## src/rtl/rawc_pkg.sv

```systemverilog
// ----------------------------------------------------------------------------
// rawc_pkg
// Widths, defaults and the control bundle shared by the rolling checksum block.
// ----------------------------------------------------------------------------
package rawc_pkg;

	localparam int CFG_W           = 13;
	localparam int BYTE_W          = 8;
	localparam int SUM_W           = 16;
	localparam int CHK_W           = 2 * SUM_W;
	localparam int DEF_MAX_WINDOW  = 4096;
	localparam int DEF_SUM_MODULUS = 65521;
	localparam int RESET_WINDOW    = 1024;

	// Per-item control that travels down the sum pipeline.
	typedef struct packed {
		logic valid;
		logic restart;
		logic roll;
		logic full;
	} rawc_ctl_t;

endpackage

```

## src/rtl/rawc_ring_ctrl.sv

```systemverilog
// ----------------------------------------------------------------------------
// rawc_ring_ctrl
// Ring pointer and fill count; picks fill or roll and addresses the ring.
// ----------------------------------------------------------------------------
module rawc_ring_ctrl #(
	parameter int  MAX_WINDOW = rawc_pkg::DEF_MAX_WINDOW,
	localparam int AW         = $clog2(MAX_WINDOW),
	localparam int LW         = $clog2(MAX_WINDOW + 1)
) (
	input  logic                        clk,
	input  logic                        arst_n,
	input  logic                        advance,
	input  logic                        accept,
	input  logic                        restart,
	input  logic [rawc_pkg::BYTE_W-1:0] data_byte,
	input  logic [LW-1:0]               win_len,
	output logic [AW-1:0]               wr_addr,
	output logic [AW-1:0]               rd_addr,
	output rawc_pkg::rawc_ctl_t         ctl_s1,
	output logic [rawc_pkg::BYTE_W-1:0] data_s1
);

	logic [AW-1:0] ptr_q;
	logic [LW-1:0] fill_q;
	logic [AW-1:0] ptr_cur;
	logic [AW-1:0] ptr_nxt;
	logic [LW-1:0] fill_cur;
	logic [LW-1:0] fill_nxt;
	logic          roll;
	logic [LW:0]   ptr_ext;
	logic [LW:0]   len_ext;
	logic [LW:0]   slot;

	// A restart clears pointer and fill count ahead of this byte.
	assign ptr_cur  = restart ? '0 : ptr_q;
	assign fill_cur = restart ? '0 : fill_q;
	assign roll     = (fill_cur >= win_len);
	assign fill_nxt = roll ? fill_cur : fill_cur + 1'b1;
	assign ptr_nxt  = (ptr_cur == AW'(MAX_WINDOW - 1)) ? '0 : ptr_cur + 1'b1;

	// Oldest byte sits win_len slots behind the write slot, wrapping the ring.
	assign ptr_ext = (LW + 1)'(ptr_cur);
	assign len_ext = (LW + 1)'(win_len);
	assign slot    = (ptr_ext >= len_ext) ? ptr_ext - len_ext
	                                      : ptr_ext + (LW + 1)'(MAX_WINDOW) - len_ext;
	assign rd_addr = slot[AW-1:0];
	assign wr_addr = ptr_cur;

	always_ff @(posedge clk or negedge arst_n) begin
		if (!arst_n) begin
			ptr_q  <= '0;
			fill_q <= '0;
			ctl_s1 <= '0;
		end else begin
			if (accept) begin
				ptr_q  <= ptr_nxt;
				fill_q <= fill_nxt;
			end
			if (advance) begin
				ctl_s1.valid   <= accept;
				ctl_s1.restart <= restart;
				ctl_s1.roll    <= roll;
				ctl_s1.full    <= (fill_nxt >= win_len);
			end
		end
	end

	always_ff @(posedge clk) begin
		if (advance) begin
			data_s1 <= data_byte;
		end
	end

endmodule

```

## config.mk

```make
export PLATFORM = sky130hd
export DESIGN_NAME = rawc_ring_ctrl
export DESIGN_NICKNAME = d
export VERILOG_FILES = /design/src/rtl/rawc_pkg.sv /design/src/rtl/rawc_ring_ctrl.sv
export SDC_FILE = /design/constraint.sdc
export NUM_CORES = 1
export LEC_CHECK = 0
export ABC_AREA = 0
export ABC_CLOCK_PERIOD_IN_PS = 3100
export BUFFER_PORTS_ARGS = -buffer_cell sky130_fd_sc_hd__clkbuf_2
export CAP_MARGIN = 20
export CORE_MARGIN = 2
export CORE_UTILIZATION = 45
export CTS_CLUSTER_DIAMETER = 30
export DETAILED_ROUTE_END_ITERATION = 10
export PLACE_DENSITY = 0.8
export SYNTH_ARGS = -nofsm -noshare
export SYNTH_HDL_FRONTEND = slang
export SYNTH_SLANG_ARGS = --single-unit
export TNS_END_PERCENT = 20
```

## constraint.sdc

```tcl
create_clock -name clk -period 3.1 [get_ports clk]
set_input_delay 0.155 -clock clk [delete_from_list [all_inputs] [get_ports clk]]
set_output_delay 0.155 -clock clk [all_outputs]
set_load 0.05 [all_outputs]
```

==> metrics.txt <==
ys async rst share=0.784; Mapped Cells=397; synthesized area per cell=8.42 sq um; Power Density=353 nW/um^2; failing checks=setup timing; Worst EP arrival=3.53 ns; CP required=3.26 ns; core box area=7210 sq um; register area share after synthesis=0.289; RSZ-0062 raised after global routing=true; Max Slew Vio Count=0; ratio of cells with drive above 1 in the final layout=0.358; CP Launch Type=register; Setup CP Type=register to register; Fin. Hold Viols=0; P_int=0.00107 W; Die H=90.2 um; Rows=31; CTS tree=done; hold crit path type=primary input to register; Detail Route Antenna Nets=0; vias in the first global route=3564; first-pass GRT wire length=17100 um; initial antenna violation count=0; leak pwr=2.31 nW; worst-case setup margin in the final layout=-0.265 ns; post-route minimum period=3.37 ns; Layout Utilization=0.646; most common cell after layout, fill and taps aside=buf_4; Clock Power Share=0.318; Initial Util=0.463; most frequent cells in the layout=66 x buf_4, 60 x clkbuf_2, 31 x inv_1, 31 x nand2_1, 31 x ha_1; status=complete, but fails checks; syn nets=462; final wirelength=11400 um; ys flop type=dfrtp_1; Place WS=-0.295 ns; Root Driver=clkbuf_8; Gate power share=0.347; GRT Util Overall=0.260; slew of the pin with the lowest slew margin=0.805 ns; post-DR wirelength/cell=18.3 um; TritonCTS Sinks=37; Layout Nets=589; Synth cell types=60; First-pass DRT Iterations=5; CTS buffer count=5; num ports=62; ant diodes=0; Sw Pwr=0.000576 W; Flop pwr share=0.335; Worst slew margin=0.463; largest net degree at the start of global routing=30; Critical Path Fanout Max=4; Vias/cell=6.02; Tcrit/Tclk final=1.09; f_max=297 MHz; die area=8140 sq um; # H-tree levels=2; Chip Width=90.2 um; switching share of total power=0.351; number of synthesized register bits=37; GRT overflow=0; Max clock buf depth=2; DR vias=3754; final setup fails=1; Max Cap Violations=0; cell area after synthesis=3340 sq um; synth warn=0; worst skew pair latency=0.29 ns; 1st-iter DRT viols=269; clk_skew=0.00332 ns; I/O Buffers=61; Worst VDD drop=0.176 mV; Post-DP HPWL=7760 um; Syn-to-layout area delta=39.4%; Clk pin slew, worst setup/hold paths=0.08 ns; Post-synth EDFFs=8; residual DRC count=0; worst hold margin=0.0272 ns; GPL Wtd Cong=0.947; CP endpoint kind=register
[worst max-delay path: stages, from the launching register on]
cell and delay, ns:
dfrtp_1 0.39, and2b_2 0.23, ha_4 0.27, nand4_1 0.11, a311oi_2 0.34, o41ai_4 0.15, a21oi_2 0.23, buf_6 0.15
buf_6 0.11, nor3_2 0.04, xor2_1 0.15, ha_1 0.30, a211o_1 0.30, o41ai_2 0.33, a31oi_1 0.12
[final cells by class]
type                       count  area (sq um)
fill                         565          2550
multi-input combinational    316          2450
sequential                    37           966
timing repair buffer         133           867
tap                           99           124
inverter                      31           116
clock buffer                   5          68.8
clock inverter                 3          68.8
[stage by stage]
stage / std cells / TNS, ns / instance area [sq um] / power, W
final: 624 / -0.265 / 4660 / 0.00164
after global routing: 624 / -0.391 / 4660 / 0.00172
after CTS: 617 / -0.229 / 4490 / 0.00161
after detailed placement: 600 / -0.295 / 4170 / 0.00106
after global placement: 600 / -0.285 / 4170 / 0.00105
after floorplan: 397 / -0.200 / 3410 / 0.000896
[cells by family after synthesis]
| kind of cell | share of synthesized area |
|---|---|
| AND/OR/NAND/NOR | 0.262 |
| AO/OA/AOI/OAI | 0.188 |
| buffers and inverters | 0.0531 |
| adder cells (fa/ha/maj) | 0.148 |
| flip-flops | 0.289 |
| XOR/XNOR | 0.0472 |
| multiplexers | 0.0131 |
[worst paths after layout]
check	startpoint	end	slack, ns	cells after the start
worst max-delay path	fill_q[8]	ctl_s1[0]	-0.27	14
worst min-delay path	data_byte[0]	data_s1[0]	0.03	1
worst max register to register	fill_q[8]	ctl_s1[0]	-0.27	14
worst min register to register	ctl_s1[3]	ctl_s1[3]	0.52	1
max in group asynchronous	arst_n	ctl_s1[0]	2.13	2
min in group asynchronous	arst_n	fill_q[11]	0.47	2
[state kept, by name (all words and copies together) (netlist names)]
name and count:
ptr_q 12, ctl_s1 4, fill_q 13, data_s1 8
[power by group through the flow]
stage | Combinational (W) | Sequential, W | Clock [W]
after floorplan | 0.000284 | 0.000612 | 0
after global placement | 0.000487 | 0.000559 | 0
after detailed placement | 0.000501 | 0.000561 | 0
after CTS | 0.000531 | 0.000551 | 0.000532
after global routing | 0.000612 | 0.000555 | 0.000551
final | 0.000570 | 0.000552 | 0.000523
[synthesized netlist by cell type (4+ instances only)]
cell type	number	share of area
dfrtp_1	29	0.22
nand3_1	21	0.031
nand2b_1	4	0.0075
edfxtp_1	8	0.072
and3_1	8	0.015
nor3_1	15	0.022
xnor2_1	13	0.034
nand4_1	11	0.021
o21ai_1	5	0.0075
inv_1	31	0.035
o211ai_1	5	0.011
a21oi_1	13	0.019
or3_1	4	0.0075
o21ai_0	17	0.025
a22o_1	4	0.010
nor2b_1	23	0.043
xor2_1	5	0.013
clkbuf_1	9	0.010
o31ai_1	6	0.013
nand2_1	34	0.038
a21o_1	7	0.016
ha_1	38	0.14
nor2_1	28	0.031
or4_1	6	0.013
[what timing repair did]
item / 4_1_cts / 5_1_grt
gates cloned: 1 / 0
pin swaps: 20 / 25
endpoints found under the setup margin: 2 / 2
setup buffers: 7 / 8
hold buffers: 1 / 0
gates resized for setup: 25 / 22
hold endpoints to repair: 29 / 0
[per-layer routing]
metal / up-vias / global-route usage / wire (um)
li1: 1712 / - / -
met1: 1795 / 0.310 / 4410
met2: 196 / 0.461 / 5660
met3: 51 / 0.0394 / 824
met4: 0 / 0.115 / 524
met5: - / 0 / 0
No activity file was read; power rests on OpenSTA's default activity.
