`config.mk`:
```
export PLATFORM = sky130hd
export DESIGN_NAME = rawc_sum_pipe
export DESIGN_NICKNAME = d
export VERILOG_FILES = /design/src/rtl/rawc_pkg.sv /design/src/rtl/rawc_sum_pipe.sv
export SDC_FILE = /design/constraint.sdc
export NUM_CORES = 1
export LEC_CHECK = 0
export BUFFER_PORTS_ARGS = -buffer_cell sky130_fd_sc_hd__clkbuf_2
export CORE_UTILIZATION = 40
export CTS_BUF_LIST = sky130_fd_sc_hd__clkbuf_8
export DETAILED_ROUTE_END_ITERATION = 7
export PLACE_DENSITY = 0.63
export SYNTH_ARGS = -nofsm -noshare
export SYNTH_HDL_FRONTEND = slang
export SYNTH_SLANG_ARGS = --single-unit
export TNS_END_PERCENT = 30
```
`constraint.sdc`:
```
create_clock -name clk -period 9.6 [get_ports clk]
set_clock_uncertainty 0.05 [all_clocks]
set_input_delay 1.92 -clock clk [delete_from_list [all_inputs] [get_ports clk]]
set_output_delay 1.92 -clock clk [all_outputs]
set_load 0.005 [all_outputs]
```
`src/rtl/rawc_pkg.sv`:
```
// ----------------------------------------------------------------------------
// rawc_pkg
// Widths, defaults and the control bundle shared by the rolling checksum block.
// ----------------------------------------------------------------------------
package rawc_pkg;

	localparam int CFG_W           = 13;
	localparam int BYTE_W          = 8;
	localparam int SUM_W           = 16;
	localparam int CHK_W           = 2 * SUM_W;
	localparam int DEF_MAX_WINDOW  = 4096;
	localparam int DEF_SUM_MODULUS = 65521;
	localparam int RESET_WINDOW    = 1024;

	// Per-item control that travels down the sum pipeline.
	typedef struct packed {
		logic valid;
		logic restart;
		logic roll;
		logic full;
	} rawc_ctl_t;

endpackage

```
`src/rtl/rawc_sum_pipe.sv`:
```
// ----------------------------------------------------------------------------
// rawc_sum_pipe
// Modular weighting of the leaving byte and the low/high sum update.
// ----------------------------------------------------------------------------
module rawc_sum_pipe #(
	parameter int  MAX_WINDOW  = rawc_pkg::DEF_MAX_WINDOW,
	parameter int  SUM_MODULUS = rawc_pkg::DEF_SUM_MODULUS,
	localparam int LW          = $clog2(MAX_WINDOW + 1)
) (
	input  logic                        clk,
	input  logic                        arst_n,
	input  logic                        advance,
	input  rawc_pkg::rawc_ctl_t         ctl_s1,
	input  logic [rawc_pkg::BYTE_W-1:0] data_s1,
	input  logic [rawc_pkg::BYTE_W-1:0] old_s1,
	input  logic [LW-1:0]               win_len,
	output logic                        res_valid,
	output logic [rawc_pkg::CHK_W-1:0]  checksum,
	output logic                        window_full
);

	localparam int SW = rawc_pkg::SUM_W;
	localparam int PW = LW + rawc_pkg::BYTE_W;
	localparam int SH = PW + SW;
	localparam int RW = SH - $clog2(SUM_MODULUS) + 2;
	localparam int QW = PW + RW - SH;
	localparam int DW = PW + SW;
	localparam logic [63:0] RECIP_FULL =
		((64'd1 << SH) + 64'(SUM_MODULUS) - 64'd1) / 64'(SUM_MODULUS);
	localparam logic [RW-1:0] RECIP = RECIP_FULL[RW-1:0];
	localparam logic [SW-1:0] MOD   = SW'(SUM_MODULUS);

	// Stage 1: byte residues and the len * old product.
	logic [SW-1:0] new_ext;
	logic [SW-1:0] old_ext;
	logic [SW-1:0] new_res;
	logic [SW-1:0] old_res;
	logic [SW-1:0] delta;
	logic [PW-1:0] prod;

	assign new_ext = SW'(data_s1);
	assign old_ext = SW'(old_s1);
	assign new_res = (new_ext >= MOD) ? new_ext - MOD : new_ext;
	assign old_res = (old_ext >= MOD) ? old_ext - MOD : old_ext;
	assign delta   = !ctl_s1.roll ? new_res
	               : (new_res >= old_res) ? new_res - old_res : new_res + MOD - old_res;
	assign prod    = PW'(win_len) * PW'(old_s1);

	rawc_pkg::rawc_ctl_t ctl_s2;
	logic [SW-1:0]       delta_s2;
	logic [PW-1:0]       prod_s2;

	// Stage 2: quotient by reciprocal multiply (exact for this product range).
	logic [PW+RW-1:0] qprod;
	assign qprod = (PW + RW)'(prod_s2) * (PW + RW)'(RECIP);

	rawc_pkg::rawc_ctl_t ctl_s3;
	logic [SW-1:0]       delta_s3;
	logic [PW-1:0]       prod_s3;
	logic [QW-1:0]       quot_s3;

	// Stage 3: remainder, folded into the high-sum addend m - 1 - weighted.
	logic [RW-1:0] qm;
	logic [DW-1:0] rem;
	logic [SW-1:0] weighted;
	logic [SW-1:0] hadd;

	assign qm       = RW'(quot_s3) * RW'(SUM_MODULUS);
	assign rem      = DW'(prod_s3) - DW'(qm);
	assign weighted = rem[SW-1:0];
	assign hadd     = ctl_s3.roll ? (MOD - 1'b1) - weighted : '0;

	rawc_pkg::rawc_ctl_t ctl_s4;
	logic [SW-1:0]       delta_s4;
	logic [SW-1:0]       hadd_s4;

	// Stage 4: sum update; low_q/high_q close the sum register loop.
	logic [SW-1:0]   low_q;
	logic [SW-1:0]   high_q;
	logic [SW-1:0]   low_in;
	logic [SW-1:0]   high_in;
	logic [SW:0]     low_sum;
	logic [SW-1:0]   low_nxt;
	logic [SW+1:0]   high_sum;
	logic [SW-1:0]   high_nxt;

	assign low_in   = ctl_s4.restart ? SW'(1) : low_q;
	assign high_in  = ctl_s4.restart ? '0 : high_q;
	assign low_sum  = (SW + 1)'(low_in) + (SW + 1)'(delta_s4);
	assign low_nxt  = (low_sum >= (SW + 1)'(SUM_MODULUS))
	                ? SW'(low_sum - (SW + 1)'(SUM_MODULUS)) : SW'(low_sum);
	assign high_sum = (SW + 2)'(high_in) + (SW + 2)'(low_nxt) + (SW + 2)'(hadd_s4);

	always_comb begin
		priority if (high_sum >= (SW + 2)'(2 * SUM_MODULUS)) begin
			high_nxt = SW'(high_sum - (SW + 2)'(2 * SUM_MODULUS));
		end else if (high_sum >= (SW + 2)'(SUM_MODULUS)) begin
			high_nxt = SW'(high_sum - (SW + 2)'(SUM_MODULUS));
		end else begin
			high_nxt = SW'(high_sum);
		end
	end

	always_ff @(posedge clk or negedge arst_n) begin
		if (!arst_n) begin
			ctl_s2    <= '0;
			ctl_s3    <= '0;
			ctl_s4    <= '0;
			low_q     <= SW'(1);
			high_q    <= '0;
			res_valid <= 1'b0;
		end else if (advance) begin
			ctl_s2    <= ctl_s1;
			ctl_s3    <= ctl_s2;
			ctl_s4    <= ctl_s3;
			res_valid <= ctl_s4.valid;
			if (ctl_s4.valid) begin
				low_q  <= low_nxt;
				high_q <= high_nxt;
			end
		end
	end

	always_ff @(posedge clk) begin
		if (advance) begin
			delta_s2 <= delta;
			prod_s2  <= prod;
			delta_s3 <= delta_s2;
			prod_s3  <= prod_s2;
			quot_s3  <= qprod[PW+RW-1:SH];
			delta_s4 <= delta_s3;
			hadd_s4  <= hadd;
			if (ctl_s4.valid) begin
				checksum    <= {high_nxt, low_nxt};
				window_full <= ctl_s4.full;
			end
		end
	end

endmodule

```
==> flow_summary_export.csv <==
group,metric,value,unit
placement,gp_congestion,0.905,
timing,setup_viol,0,
yosys,synthTopCellsByArea,"edfxtp_1 22%, fa_1 19%, ha_1 18%",
grt,grt_pass1_wl,64100,um
outcome,status,"completed",
clock_network,cts.sinks,184,
yosys,synth_top_area_share,22.4,%
placement,placed_cell_area,19800,um^2
yosys,synth.most_common_cell,"inv_1",
grt,grt_usage,16.9,%
grt,antenna_found_initial,0,
worst_setup_path,cp_max_fo,15,
routing,vias,12404,
routing,viasPerCell,5.02,
floorplan,chipWidth,219,um
job,max-cap-violations,0,
worst_setup_path,crit_type,"reg2reg",
yosys,synthCells,1788,
worst_setup_path,cp_slowest_cell,"o31ai_2",
clock_network,cts_buffers,17,
clock_network,cts.reportedPaths.clkPinSlew,0.10,ns
worst_setup_path,worstPathArrival,8.92,ns
clock_network,clk_path_buf_depth,2,
timing,timing.final.crit_period,8.58,ns
timing,report.final.hold_viol_count,0,
clock_network,holdBufCountCts,0,
timing,finalCritPeriodShare,89.4,%
routing,wire_per_inst,15.4,um
finish,stdcell_area,20200,um^2
finish,areaGrowthSynthToFinish,7.55,%
worst_setup_path,worst_ep_required_time,9.93,ns
yosys,yosysWarnings,0,
yosys,ys_seq_area_share,28.3,%
worst_setup_path,slowest_delay,0.75,ns
worst_hold_path,holdCritPathClass,"reg2reg",
yosys,synth_fp_nets,2277,
routing,routed_wirelength,38000,um
clock_network,clock_latency,0.50,ns
placement,portBuffers,69,
finish,drive_above_1_share,9.38,%
yosys,synth.avg_cell_area,10.5,um^2
worst_setup_path,reg2reg_setup_slack,1.02,ns
yosys,postSynth.asyncResetShare,23.9,%
worst_setup_path,end_kind,"flop",
timing,tns,0,ns
timing,rsz0062_at_grt,"no",
timing,maxSlewHeadroom,18.9,%
worst_setup_path,start_kind,"flop",
grt,first_global_vias,12656,
timing,tightest_slew,1.21,ns
floorplan,initial_core_util,40.4,%
grt,gr-total-overflow,0,
placement,dp_hpwl,31500,um
timing,drv_slew,0,
yosys,synth_ff_type,"edfxtp_1",
clock_network,h-tree-depth,4,
routing,drt-pass1-iter-count,5,
routing,drc,0,
yosys,syn_area,18800,um^2
grt,grt_max_degree,66,
clock_network,cts_setup_buffers,0,
clock_network,cts_root_buffer,"clkbuf_8",
yosys,synth_common_cells,"313 x inv_1, 276 x ha_1, 177 x fa_1",
routing,ant_nets,0,
yosys,synth.distinct_cells,82,
floorplan,die_h,219,um
routing,drt_iter0_markers,625,
floorplan,die_area,47800,um^2
clock_network,ctsResizeCount,0,
finish,final_nets,2341,
worst_setup_path,critical_path.most_common_cell,"fa_1",
yosys,synth_edf_count,140,
floorplan,rows,79,
yosys,ys_seq_elements,184,
floorplan,io-pin-count,70,
floorplan,coreArea,46500,um^2
yosys,synth_area_leader_cell,"edfxtp_1",
clock_network,cts_tree,"yes",
timing,max_freq,117,MHz
-- state kept, by name (all words and copies together) (netlist names), 6 cells and up --
signal    flops
delta_s4     16
quot_s3       6
delta_s3     16
hadd_s4      16
delta_s2     16
prod_s3      16
checksum     32
prod_s2      21
low_q        16
high_q       16
-- metrics by stage --
step / hold WS, ns / util, % / worst slack [ns] / std cells
after floorplan: 0.350 / - / 2.24 / 1788
after global placement: 0.352 / 42.6 / 1.34 / 2440
after detailed placement: 0.355 / 42.6 / 1.06 / 2440
after CTS: 0.373 / 43.4 / 1.04 / 2472
after global routing: 0.383 / 43.4 / 0.298 / 2472
final: 0.373 / 43.5 / 1.02 / 2473
-- cell families (layout without fill, tap and decap cells) --
| logic type | Yosys count | count (layout) | share of synthesized area, % |
|---|---|---|---|
| fa+ha+maj | 453 | 453 | 37.3 |
| compound gates | 240 | 240 | 8.67 |
| xor+xnor | 83 | 83 | 3.87 |
| mux | 47 | 47 | 2.84 |
| simple gates | 439 | 439 | 12.2 |
| flops | 184 | 184 | 28.3 |
| other cells | 0 | 1 | 0 |
| buf+inv | 342 | 419 | 6.87 |
-- final cells by class --
class	instances	area [um^2]
diodes	1	2.50
clock buffers	17	234
clock inverters	15	154
fillers	4449	26300
inverters	314	1180
multi-input cells	1262	12200
flip-flops and latches	184	5310
well taps	607	759
repair buffers	73	378
-- critical path: cells and delay by family, from the launching register on --
family	cells	cell delay, ns
and+or+nand+nor	6	1.90
DFF	1	0.56
muxes	2	0.45
xor gates and xnor gates	2	0.46
adders and majority gates	5	1.84
AOI/OAI and AO/OA	11	3.23
-- routing by layer --
layer  vias up  share of wire (%)  GRT usage [%]
met5         -                  0              0
met4         0                1.4           4.24
met3        31                3.3           2.56
met2       215                 49           29.6
met1      6031                 46           21.5
li1       6127                  -              -
-- path summary, 6_finish.rpt --
path                                     to        start  cells after the start
min in group asynchronous         high_q[3]       arst_n                      2
worst max-delay path              high_q[6]    ctl_s4[2]                     26
worst max register to register    high_q[6]    ctl_s4[2]                     26
max in group asynchronous         ctl_s2[2]       arst_n                      2
worst min register to register  delta_s4[8]  delta_s3[8]                      0
worst min-delay path            delta_s4[8]  delta_s3[8]                      0
-- cells in the final DEF, fill, tap and decap left out, drive strengths merged, types with 51 or more instances in the layout --
| cell type | count |
|---|---|
| edfxtp | 140 |
| nor2 | 77 |
| inv | 323 |
| clkbuf | 85 |
| and2 | 81 |
| xnor2 | 62 |
| o21ai | 51 |
| ha | 276 |
| a21oi | 64 |
| fa | 177 |
| nand2 | 108 |
Power is left out: the tool's default activity adds up to more than one toggle a clock period on the data nets, which glitch-free logic cannot reach.
